==> src/hdl/sbp_pkg.sv <==
`timescale 1ns / 1ps
// ----------------------------------------------------------------------------
// sbp_pkg: shared types and constants of the splitter bucket partitioner
// Sizes of the splitter and bucket tables, operation codes, the request and
// result beats, and the command and status groups between control and datapath.
// ----------------------------------------------------------------------------
package sbp_pkg;

    localparam int BUCKETS = 64;
    localparam int NSPLIT  = BUCKETS - 1;
    localparam int BKT_W   = $clog2(BUCKETS);
    localparam int SPAN    = 2 ** BKT_W;
    localparam int LOC_W   = BKT_W + 1;
    localparam int CNT_W   = BKT_W + 1;

    localparam logic [2:0] OP_SET_SPLITTER = 3'd0;
    localparam logic [2:0] OP_SET_BASE     = 3'd1;
    localparam logic [2:0] OP_CLASSIFY     = 3'd2;
    localparam logic [2:0] OP_READ         = 3'd3;
    localparam logic [2:0] OP_PREFIX       = 3'd4;

    typedef struct packed {
        logic [2:0]  operation;
        logic [5:0]  slot;
        logic [63:0] sort_key;
        logic [63:0] record_tag;
        logic [31:0] offset_value;
    } request_t;

    typedef struct packed {
        logic [5:0]  bucket;
        logic [31:0] position;
        logic [63:0] out_key;
        logic [63:0] out_tag;
        logic [31:0] read_value;
    } result_t;

    // controller to datapath
    typedef struct packed {
        logic load;     // capture the request beat, issue first reads, do set writes
        logic probe;    // one step of the splitter search
        logic update;   // classify read-modify-write of the fill count
        logic sweep;    // one bucket of the prefix pass
        logic finish;   // plain result for set, read and unused operations
    } dp_cmd_t;

    // datapath to controller
    typedef struct packed {
        logic search_last;  // current probe is the final one
        logic sweep_last;   // prefix pass handles its last bucket
    } dp_stat_t;

endpackage

==> src/hdl/sbp_ctrl.sv <==
`timescale 1ns / 1ps
// ----------------------------------------------------------------------------
// sbp_ctrl: operation sequencer
// Accepts a request beat, then steps the datapath through search, fill update,
// prefix sweep or a single result state.
// ----------------------------------------------------------------------------
module sbp_ctrl (
    input  logic             clk,
    input  logic             rst_n,
    input  logic             start,
    input  logic [2:0]       operation,
    input  sbp_pkg::dp_stat_t stat,
    output logic             busy,
    output sbp_pkg::dp_cmd_t cmd
);
    import sbp_pkg::*;

    localparam logic [2:0] ST_IDLE   = 3'd0;
    localparam logic [2:0] ST_SEARCH = 3'd1;
    localparam logic [2:0] ST_UPDATE = 3'd2;
    localparam logic [2:0] ST_SWEEP  = 3'd3;
    localparam logic [2:0] ST_FIN    = 3'd4;

    logic [2:0] state_reg;
    logic [2:0] state_next;

    always_ff @(posedge clk or negedge rst_n)
    begin
        if (!rst_n)
        begin
            state_reg <= ST_IDLE;
        end
        else
        begin
            state_reg <= state_next;
        end
    end

    always_comb
    begin
        state_next = state_reg;
        cmd        = '0;
        unique case (state_reg)
            ST_IDLE:
            begin
                if (start)
                begin
                    cmd.load = 1'b1;
                    if (operation == OP_CLASSIFY)
                    begin
                        state_next = ST_SEARCH;
                    end
                    else if (operation == OP_PREFIX)
                    begin
                        state_next = ST_SWEEP;
                    end
                    else
                    begin
                        state_next = ST_FIN;
                    end
                end
            end
            ST_SEARCH:
            begin
                cmd.probe = 1'b1;
                if (stat.search_last)
                begin
                    state_next = ST_UPDATE;
                end
            end
            ST_UPDATE:
            begin
                cmd.update = 1'b1;
                state_next = ST_IDLE;
            end
            ST_SWEEP:
            begin
                cmd.sweep = 1'b1;
                if (stat.sweep_last)
                begin
                    state_next = ST_IDLE;
                end
            end
            ST_FIN:
            begin
                cmd.finish = 1'b1;
                state_next = ST_IDLE;
            end
            default:
            begin
                state_next = ST_IDLE;
            end
        endcase
    end

    assign busy = (state_reg != ST_IDLE);

    a_accept_goes_busy: assert property (@(posedge clk) disable iff (!rst_n)
        start && !busy |=> busy)
        else $error("accepted beat did not leave idle");

    a_update_after_search: assert property (@(posedge clk) disable iff (!rst_n)
        cmd.update |-> ($past(state_reg) == ST_SEARCH) && $past(stat.search_last))
        else $error("fill update without a finished search");

endmodule

==> config.mk <==
export PLATFORM = sky130hd
export DESIGN_NAME = sbp_ctrl
export DESIGN_NICKNAME = d
export VERILOG_FILES = /design/src/hdl/sbp_pkg.sv /design/src/hdl/sbp_ctrl.sv
export SDC_FILE = /design/constraint.sdc
export NUM_CORES = 1
export LEC_CHECK = 0
export BUFFER_PORTS_ARGS = -buffer_cell sky130_fd_sc_hd__buf_2
export CAP_MARGIN = 0
export CORE_AREA = 2 2 39 41
export CTS_BUF_LIST = sky130_fd_sc_hd__clkbuf_8
export CTS_CLUSTER_DIAMETER = 50
export CTS_CLUSTER_SIZE = 30
export DETAILED_ROUTE_END_ITERATION = 8
export DIE_AREA = 0 0 41 43
export PLACE_DENSITY = 0.44
export SLEW_MARGIN = 20
export SYNTH_ARGS = -nofsm -noshare
export SYNTH_HDL_FRONTEND = slang
export SYNTH_SLANG_ARGS = --single-unit
==> constraint.sdc <==
create_clock -name clk -period 2.7 [get_ports clk]
set_clock_uncertainty 0.05 [all_clocks]
set_input_delay 0.54 -clock clk [delete_from_list [all_inputs] [get_ports clk]]
set_output_delay 0.54 -clock clk [all_outputs]
set_load 0.02 [all_outputs]
Word-level counts from Yosys, hierarchy flattened
Index checks and enable logic that the tools add are counted. W data, S select, Z words.

Latch bits: 0. Output and inout port bits: 6. Memories kept: 0. Bits in registers: 3. Bits of input ports: 8. ROM bits: 0. Logic and storage cells: 25. Bits in writable memories: 0.

Multiply operators: 0. Mux-type cells: 12. Add/subtract/negate cells: 0. Eq/ne operators: 9. Reduce and logical (&&, ||, !) cells: 3. Bitwise gates (word level): 0. Div/mod/pow operators: 0. Shift-type cells: 0. Order comparisons: 0.

Operators with widths (count): $mux W3 (5); $eq A3 B2 Y1 const B (3); $pmux W3 S3 (1); $eq A3 B3 Y1 const B (2); $mux W1 (6); $ne A2 B2 Y1 const B (3); $eq A3 B1 Y1 const B (1); $logic_not A3 Y1 (1); $reduce_and A3 Y1 (1); $reduce_bool A3 Y1 (1).

Logic depth before layout (Yosys ltp)
Gate-level depths: netlist (run 1).

Depth after elaboration: 5. Depth in mapped cells: 3.

Least setup slack after synthesis (run 1)
No wires, ideal clock.

Path type: reg-to-output. From: reg state_reg[1]. To: out cmd[0] (netlist bit). Arrival: 0.979 ns. Cell stages (with the launch flop): 2. Setup slack: 1.131 ns. Cell sequence: dfrtp_1 -> nor3b_1.

RTL lines: start, declared (RTL line sbp_ctrl.sv:24) `logic [2:0] state_reg;`; start signal, assigned (RTL line sbp_ctrl.sv:35) `state_reg <= state_next;`; end, declared (RTL line sbp_ctrl.sv:14) `output sbp_pkg::dp_cmd_t cmd`.

==> flow_metrics.env, run 1 <==
export IMPL_outcome="completed"
export IMPL_drv_cap=0
export IMPL_r2r_setup_slack_ps=1500
export IMPL_postCtsSetupBuffers=0
export IMPL_start_util=0.1474
export IMPL_antenna_cells=0
export IMPL_fin_nets=47
export IMPL_boundaryPins=14
export IMPL_drc=0
export IMPL_cts_buffers=3
export IMPL_die_x_um=41
export IMPL_crit_slowest_cell="dfrtp_1"
export IMPL_hp_class="input port to asynchronous set/reset pin"
export IMPL_fmax_mhz=549.3
export IMPL_rsz0062_at_grt="no"
export IMPL_drive_gt1_frac=0.5526
export IMPL_fillers=149
export IMPL_critPathCaptureType="output port"
export IMPL_synth_edf_count=0
export IMPL_grt_overflow=0
export IMPL_syn_num_nets=29
export IMPL_crit_buf_inv=2
export IMPL_cpPeakStageDelay_ps=440
export IMPL_multi_input_area_sq_um=121.4
export IMPL_grt_usage=0.07351
export IMPL_synth_avg_cell_area_sq_um=9.712
export IMPL_power_density_nw_per_um2=756.8
export IMPL_place_area_sq_um=289.0
export IMPL_power_w=0.0002528
export IMPL_yosysUniqueCellTypes=14
export IMPL_clock_tree_root_cell="clkbuf_8"
export IMPL_cts_tree="built"
export IMPL_dieArea_sq_um=1763
export IMPL_maxSlewHeadroom=0.8461
export IMPL_cts_buffer_depth=2
export IMPL_layout_setup_ws_ps=879.4
export IMPL_setup_viol=0
export IMPL_place_congestion=0.7083
export IMPL_p_leak_nw=0.1780
export IMPL_synthFlopType="dfrtp_1"
export IMPL_netlist_area_sq_um=203.9
export IMPL_layout_cell_area_non_filler_sq_um=334.1
export IMPL_wl_um=482
export IMPL_grt_pass1_vias=210
export IMPL_hpwl_um=346.4
export IMPL_grt_max_degree=9
export IMPL_netlist_instances=21
export IMPL_insertion_delay_ps=210
export IMPL_tightest_slew_ps=229.2
export IMPL_cts_sinks=3
export IMPL_ff_latch_area_sq_um=75.07
export IMPL_dieHeight_um=43
export IMPL_cp_max_fo=8
export IMPL_synthTopCellsByArea="dfrtp_1 (37%), nor3b_1 (11%), o32ai_2 (8.0%), nor2_1 (5.5%), and2b_4 (4.9%)"
export IMPL_cp_cell_sequence="nor3_2 > nand2_2 > inv_1 > buf_2"
export IMPL_clkTransAtPathRegs_ps=30
export IMPL_ir_worst_vdd_uv=172.5
export IMPL_pre_cts_slack_ps=1097
export IMPL_vias=206
export IMPL_antenna_found_initial=0
export IMPL_drt_iter0_markers=5
export IMPL_worstSetupStartpointType="flip-flop"
export IMPL_ys_seq_elements=3
export IMPL_whs_ps=63.42
export IMPL_worst_ep_required_time_ps=2110
export IMPL_cts_max_level=1
export IMPL_synth_top_area_share=0.3681
export IMPL_ys_seq_area_frac=0.3681
export IMPL_cp_top_family="flip-flops"
export IMPL_port_buffers=13
export IMPL_fin_crit_sh=0.6743
export IMPL_viasPerCell=3.815
export IMPL_dr_pass1_iters=5
export IMPL_ant_nets=0
export IMPL_wl_per_cell_um=8.926
export IMPL_criticalPathCategory="flip-flop to output port"
export IMPL_cts_hold_buf=0
export IMPL_yosysTopAreaCell="dfrtp_1"
export IMPL_synth_common_cells="dfrtp_1 (3), nor2_1 (3), nor3b_1 (3), inv_1 (2)"
export IMPL_core_area_sq_um=1384
export IMPL_finalSetupTns_ps=0
export IMPL_areaGrowthSynthToFinish_pct=63.80
export IMPL_cp_data_arrival_time_ps=1230
export IMPL_period_needed_ps=1821
export IMPL_hold_viol_final=0
export IMPL_synthArstFlopShare=1.000
export IMPL_cts_resized_gates=0
export IMPL_largest_reg_flops=3
export IMPL_grt_pass1_wl_um=807
export IMPL_yosysWarnings=0
export IMPL_row_count=14
export IMPL_drv_slew=0
through the flow:
step / std cells / utilization
floorplan: 21 / -
global placement: 50 / 0.2089
detailed placement: 50 / 0.2089
CTS: 54 / 0.2414
global route: 54 / 0.2414
finish: 54 / 0.2414
per-layer routing:
metal  vias up  GRT usage  wire [um]
met3         0    0.03141         71
met2        17    0.08750        180
met1        83    0.08766        229
met5         -          0          0
li1        106          -          -
met4         0    0.08000          0
path summary, 6_finish.rpt:
kind	from	to	depth (start not counted)
max	state_reg[1]	cmd[4]	4
max in group asynchronous	rst_n	state_reg[2]	1
min reg2reg	state_reg[1]	state_reg[1]	2
max reg2reg	state_reg[1]	state_reg[0]	3
min in group clk	operation[0]	state_reg[0]	2
min	rst_n	state_reg[1]	1
cells by family after synthesis:
logic type / Yosys count / synth area share
buf+inv: 2 / 0.03682
flops: 3 / 0.3681
simple gates: 13 / 0.4417
compound gates: 2 / 0.1105
xor+xnor: 1 / 0.04295
cell type report:
class	count	area share
Sequential cell	3	0.2247
Clock buffer	3	0.1236
Timing Repair Buffer	13	0.1948
Tap cell	16	0.05993
Multi-Input combinational cell	16	0.3633
Inverter	2	0.02247
Clock inverter	1	0.01124
power breakdown:
group          leakage (nW)  internal [W]  total (W)  switching [W]
combinational         0.111     0.0000291  0.0000673      0.0000382
clock                0.0269     0.0000967   0.000125      0.0000286
sequential           0.0401     0.0000510  0.0000602     0.00000923
cells in the final DEF, fill, tap and decap left out, drive strengths merged:
cell type	netlist	routed
buf	0	13
inv	2	3
nor3b	3	3
nor2	3	3
clkbuf	0	3
dfrtp	3	3
nand2	2	2
nor3	1	1
and3b	1	1
xnor2	1	1
or3b	1	1
nand3b	1	1
o22ai	1	1
and2b	1	1
o32ai	1	1
Note: power is estimated with default switching activity, not from simulation.
==> run 2, diff against run 1 <==
ABC_AREA = 1   (was default)
PLACE_DENSITY = 0.46   (was 0.44)
clock period = 1.79 ns   (was 2.7 ns; I/O delays follow)
==> run 2 against run 1 <==
  * Routed wire length increased by 18%
  * Design area rose by 12%
  * Global-route usage up 2.2 points
  * Sequential power increased by 120%
  * Clock power up 54%
  * Final cell count grew 31%
  * Worst hold slack improved by 350 ps
  * Clock-buffer cell count did not move
  * Combinational power increased to 4.9 times the previous value
  * Largest cell class unchanged
  * Highest routed layer is now met4
==> flow_metrics.env, run 2 <==
export IMPL_outcome="completed"
export IMPL_postCtsSetupBuffers=0
export IMPL_fin_crit_sh=0.8404
export IMPL_clock_tree_root_cell="clkbuf_8"
export IMPL_dr_pass1_iters=1
export IMPL_dp_cells=66
export IMPL_cts_sinks=3
export IMPL_rsz0062_at_grt="no"
export IMPL_cts_max_level=1
export IMPL_clkPwrFrac=0.295
export IMPL_seqPwrFrac=0.199
export IMPL_synth_avg_cell_area_sq_um=6.357
export IMPL_start_util=0.1700
export IMPL_ant_nets=0
export IMPL_antenna_found_initial=0
export IMPL_layout_setup_ws_ps=285.7
export IMPL_layout_cell_area_non_filler_sq_um=375.4
export IMPL_fin_util=0.2712
export IMPL_port_buffers=13
export IMPL_setup_viol=0
export IMPL_drt_iter0_markers=0
export IMPL_cp_max_fo=5
export IMPL_hp_class="input port to asynchronous set/reset pin"
export IMPL_finalSetupTns_ps=0
export IMPL_hpwl_um=467.3
export IMPL_pre_cts_slack_ps=507.4
export IMPL_drc=0
export IMPL_ys_seq_elements=3
export IMPL_cts_buffers=3
export IMPL_cts_tree="built"
export IMPL_insertion_delay_ps=220
export IMPL_antenna_cells=0
export IMPL_layout_commonest_cell="buf_2"
export IMPL_viasPerCell=3.845
export IMPL_switching_power_w=0.0002958
export IMPL_critPathCaptureType="output port"
export IMPL_clkTransAtPathRegs_ps=30
export IMPL_dieHeight_um=43
export IMPL_grt_pass1_vias=266
export IMPL_period_needed_ps=1504
export IMPL_fin_nets=64
export IMPL_synthArstFlopShare=1.000
export IMPL_netlist_instances=37
export IMPL_ys_seq_area_frac=0.3191
export IMPL_power_density_nw_per_um2=1737
export IMPL_yosysWarnings=0
export IMPL_cts_hold_buf=1
export IMPL_ir_worst_vdd_uv=395.4
export IMPL_core_area_sq_um=1384
export IMPL_final_cells=71
export IMPL_dieArea_sq_um=1763
export IMPL_grt_overflow=0
export IMPL_place_congestion=0.7062
export IMPL_vias=273
export IMPL_syn_num_nets=45
export IMPL_fmax_mhz=664.8
export IMPL_grt_max_degree=6
export IMPL_synth_edf_count=0
export IMPL_areaGrowthSynthToFinish_pct=59.57
export IMPL_wl_um=570
export IMPL_cp_data_arrival_time_ps=1100
export IMPL_criticalPathCategory="flip-flop to output port"
export IMPL_worst_ep_required_time_ps=1380
export IMPL_internal_power_w=0.0003563
export IMPL_grt_pass1_wl_um=1007
export IMPL_synth_most_common_cell="inv_1"
export IMPL_drv_cap=0
export IMPL_grt_usage=0.09548
export IMPL_synth_top_area_share=0.3191
export IMPL_final_cell_mix="buf_2 (13), inv_1 (9), nor2_1 (6), nand2_1 (5)"
export IMPL_hold_viol_final=0
export IMPL_cts_buffer_depth=2
export IMPL_pwr_share_comb=0.506
export IMPL_p_leak_nw=0.2408
export IMPL_largest_reg_flops=3
export IMPL_switching_share=0.4536
export IMPL_boundaryPins=14
export IMPL_synthFlopType="dfrtp_1"
export IMPL_drive_gt1_frac=0.4000
export IMPL_synthTopCellsByArea="dfrtp_1 (32%), inv_1 (13%), nor2_1 (9.6%), nand2_1 (8.0%), nand2_2 (8.0%)"
export IMPL_row_count=14
export IMPL_wl_per_cell_um=8.028
export IMPL_place_area_sq_um=320.3
export IMPL_yosysUniqueCellTypes=12
export IMPL_worstSetupStartpointType="flip-flop"
export IMPL_synth_common_cells="inv_1 (8), nor2_1 (6), nand2_1 (5)"
export IMPL_tightest_slew_ps=191.3
export IMPL_yosysTopAreaCell="dfrtp_1"
export IMPL_maxSlewHeadroom=0.8724
export IMPL_drv_slew=0
export IMPL_netlist_area_sq_um=235.2
export IMPL_cts_resized_gates=0
export IMPL_die_x_um=41
[run 2: cell types whose count changed after synthesis, moves of 3 or more]
| cell | before | now |
|---|---|---|
| nor2_1 | 3 | 6 |
| nor3b_1 | 3 | 0 |
| nand2_1 | 1 | 5 |
| nand3_1 | 0 | 3 |
| inv_1 | 2 | 8 |
[run 2: critical path, cell delays in order, from the launching register on]
cell and delay, ps:
dfrtp_1 420, nor2_2 130, nand2_2 80, nor2_1 80, buf_2 160
[run 2: per-layer routing]
| layer | vias up | global-route usage | routed length, um | part of all wire |
|---|---|---|---|---|
| met2 | 11 | 0.1313 | 277 | 0.49 |
| met4 | 0 | 0.1200 | 22 | 0.039 |
| met1 | 111 | 0.08387 | 230 | 0.40 |
| met5 | - | 0 | 0 | 0 |
| met3 | 3 | 0.04712 | 39 | 0.068 |
| li1 | 148 | - | - | - |
[run 2: final cells by class]
type	count	area, sq um
Fill cell	159	1008
Multi-Input combinational cell	25	126.4
Sequential cell	3	75.07
Timing Repair Buffer	14	75.07
Clock buffer	3	41.29
Inverter	9	33.78
Tap cell	16	20.02
Clock inverter	1	3.754
[run 2: logic make-up after synthesis]
kind of cell,count (synthesis),share of synthesized area
buffers and inverters,9,0.1436
DFF,3,0.3191
AOI/OAI and AO/OA,2,0.06381
and+or+nand+nor,23,0.4734
[run 2: worst paths after layout]
| check | from | to | slack, ps | depth (start not counted) |
|---|---|---|---|---|
| max | state_reg[0] | cmd[4] | 290 | 4 |
| min | rst_n | state_reg[2] | 420 | 2 |
| max reg2reg | state_reg[1] | state_reg[0] | 760 | 5 |
| min reg2reg | state_reg[1] | state_reg[1] | 620 | 3 |
| max in group asynchronous | rst_n | state_reg[0] | 1170 | 2 |
| min in group clk | operation[2] | state_reg[2] | 440 | 4 |
[run 2: power by group through the flow]
stage	Combinational (W)	Clock, W	Sequential (W)
after global routing	0.000377	0.000203	0.000136
after floorplan	0.000243	0	0.000125
after detailed placement	0.000334	0	0.000130
after global placement	0.000335	0	0.000129
after CTS	0.000339	0.000197	0.000130
final	0.000330	0.000192	0.000130
[run 2: through the flow]
step,power [W],hold slack [ps]
2_1_floorplan,0.0003675,12.41
4_1_cts,0.0006653,414.2
5_1_grt,0.0007164,431.0
3_5_place_dp,0.0004648,108.2
6_report,0.0006520,415.6
3_3_place_gp,0.0004639,107.4
==> run 3, diff against run 2 <==
clock period = 1.4 ns   (was 1.79 ns; I/O delays follow)
==> run 3 against run 2 <==
  * The flow now finishes with violations (negative setup slack)
  * Flip-flop and latch count stayed put
  * Combinational power increased by 68%
  * Die area is the same
  * Worst hold slack worse by 77 ps
  * Worst setup slack lost 300 ps
  * Design area grew 12%
  * Core utilization grew 3.3 points
  * Highest routed layer unchanged
==> flow_metrics.env, run 3 (synthesized netlist as in run 2, its figures left out) <==
export IMPL_core_area_sq_um=1384
export IMPL_grt_usage=0.09155
export IMPL_ant_nets=0
export IMPL_drc=0
export IMPL_reg2reg_to="state_reg[0]"
export IMPL_place_area_sq_um=320.3
export IMPL_violations="negative setup slack"
export IMPL_drt_iter0_markers=5
export IMPL_hpwl_um=477.4
export IMPL_viasPerCell=4.068
export IMPL_worstSetupStartpointType="flip-flop"
export IMPL_die_x_um=41
export IMPL_antenna_cells=0
export IMPL_largest_reg_flops=3
export IMPL_ir_worst_vdd_uv=527.5
export IMPL_worst_ep_required_time_ps=1070
export IMPL_dr_pass1_iters=4
export IMPL_critPathLaunch="state_reg[1]"
export IMPL_insertion_delay_ps=220
export IMPL_cts_buffers=3
export IMPL_hold_viol_final=0
export IMPL_wl_um=621
export IMPL_fin_crit_sh=1.009
export IMPL_hp_class="input port to asynchronous set/reset pin"
export IMPL_r2r_cells=7
export IMPL_maxSlewHeadroom=0.8922
export IMPL_criticalPathCategory="flip-flop to output port"
export IMPL_drv_slew=0
export IMPL_fin_util=0.3038
export IMPL_outcome="complete, but fails checks"
export IMPL_antenna_found_initial=0
export IMPL_clock_tree_root_cell="clkbuf_8"
export IMPL_final_cells=74
export IMPL_grt_max_degree=6
export IMPL_period_needed_ps=1412
export IMPL_grt_pass1_vias=284
export IMPL_power_density_nw_per_um2=2305
export IMPL_port_buffers=13
export IMPL_row_count=14
export IMPL_cts_max_level=1
export IMPL_grt_pass1_wl_um=986
export IMPL_place_congestion=0.7115
export IMPL_critPathCaptureType="output port"
export IMPL_whs_ps=338.5
export IMPL_cts_sinks=3
export IMPL_clkTransAtPathRegs_ps=30
export IMPL_layout_setup_ws_ps=-12.34
export IMPL_dieHeight_um=43
export IMPL_areaGrowthSynthToFinish_pct=78.72
export IMPL_start_util=0.1700
export IMPL_grt_overflow=0
export IMPL_r2r_setup_slack_ps=140
export IMPL_fin_nets=67
export IMPL_drive_gt1_frac=0.4655
export IMPL_cp_data_arrival_time_ps=1080
export IMPL_fillers=160
export IMPL_cts_tree="built"
export IMPL_final_cell_mix="inv_1 (9), buf_2 (9), buf_4 (6), nor2_1 (5), nand2_1 (5)"
export IMPL_wl_per_cell_um=8.392
export IMPL_boundaryPins=14
export IMPL_tightest_slew_ps=160.5
export IMPL_cts_buffer_depth=2
export IMPL_vias=301
export IMPL_reg2reg_from="state_reg[1]"
export IMPL_rsz0062_at_grt="yes"
export IMPL_p_leak_nw=0.2544
export IMPL_dieArea_sq_um=1763
export IMPL_setup_viol=1
export IMPL_drv_cap=0
export IMPL_layout_cell_area_non_filler_sq_um=420.4
export IMPL_dp_cells=66
export IMPL_cp_max_fo=4
export IMPL_fmax_mhz=708.0
## run 3: cell types whose count changed in the layout (fill, tap and decap cells not counted), sizes merged
cell | before | now
buf | 13 | 16
## run 3: metal layers
metal	share of wire	global-route usage
met3	0.056	0.04712
met4	0.024	0.1000
met1	0.40	0.08091
met2	0.52	0.1313
met5	0	0
## run 3: how the worst max path moves through the flow
stage	to	slack, ps
floorplan	cmd[4]	110
global placement	cmd[4]	200
finish	cmd[4]	-10
detailed placement	cmd[4]	200
CTS	cmd[4]	-40
global route	cmd[4]	-70
## run 3: repair_timing
item	in CTS	in global routing
hold endpoints to repair	3	0
gates resized for setup	3	5
endpoints found under the setup margin	2	6
pin swaps	1	1
hold buffers	1	0
buffers inserted	1	2
## run 3: metrics by stage
stage / TNS, ps / setup slack, ps / power [W]
2_1_floorplan: 0 / 110.7 / 0.0004699
3_3_place_gp: 0 / 200.6 / 0.0005931
3_5_place_dp: 0 / 197.7 / 0.0005943
4_1_cts: -40.21 / -40.21 / 0.0009034
5_1_grt: -211.8 / -72.91 / 0.001048
6_report: -12.34 / -12.34 / 0.0009692
## run 3: cell type report
type | instances | area (sq um) | share of cell area
timing repair buffer | 17 | 111.4 | 0.2649
tap | 16 | 20.02 | 0.04762
sequential | 3 | 76.32 | 0.1815
multi-input combinational | 25 | 133.9 | 0.3185
inverter | 9 | 33.78 | 0.08036
clock inverter | 1 | 3.754 | 0.008929
clock buffer | 3 | 41.29 | 0.09821
## run 3: worst max-delay path: stages (launching register included)
cell	delay [ps]
dfrtp_1	410
nor2_2	160
nand2_2	70
nor2_1	80
buf_4	140
## run 3: where the power goes
part	total [W]	leakage, nW	switching (W)	internal (W)
clock	0.000245	0.0269	0.0000584	0.000187
combinational	0.000554	0.189	0.000317	0.000238
sequential	0.000170	0.0381	0.0000429	0.000127
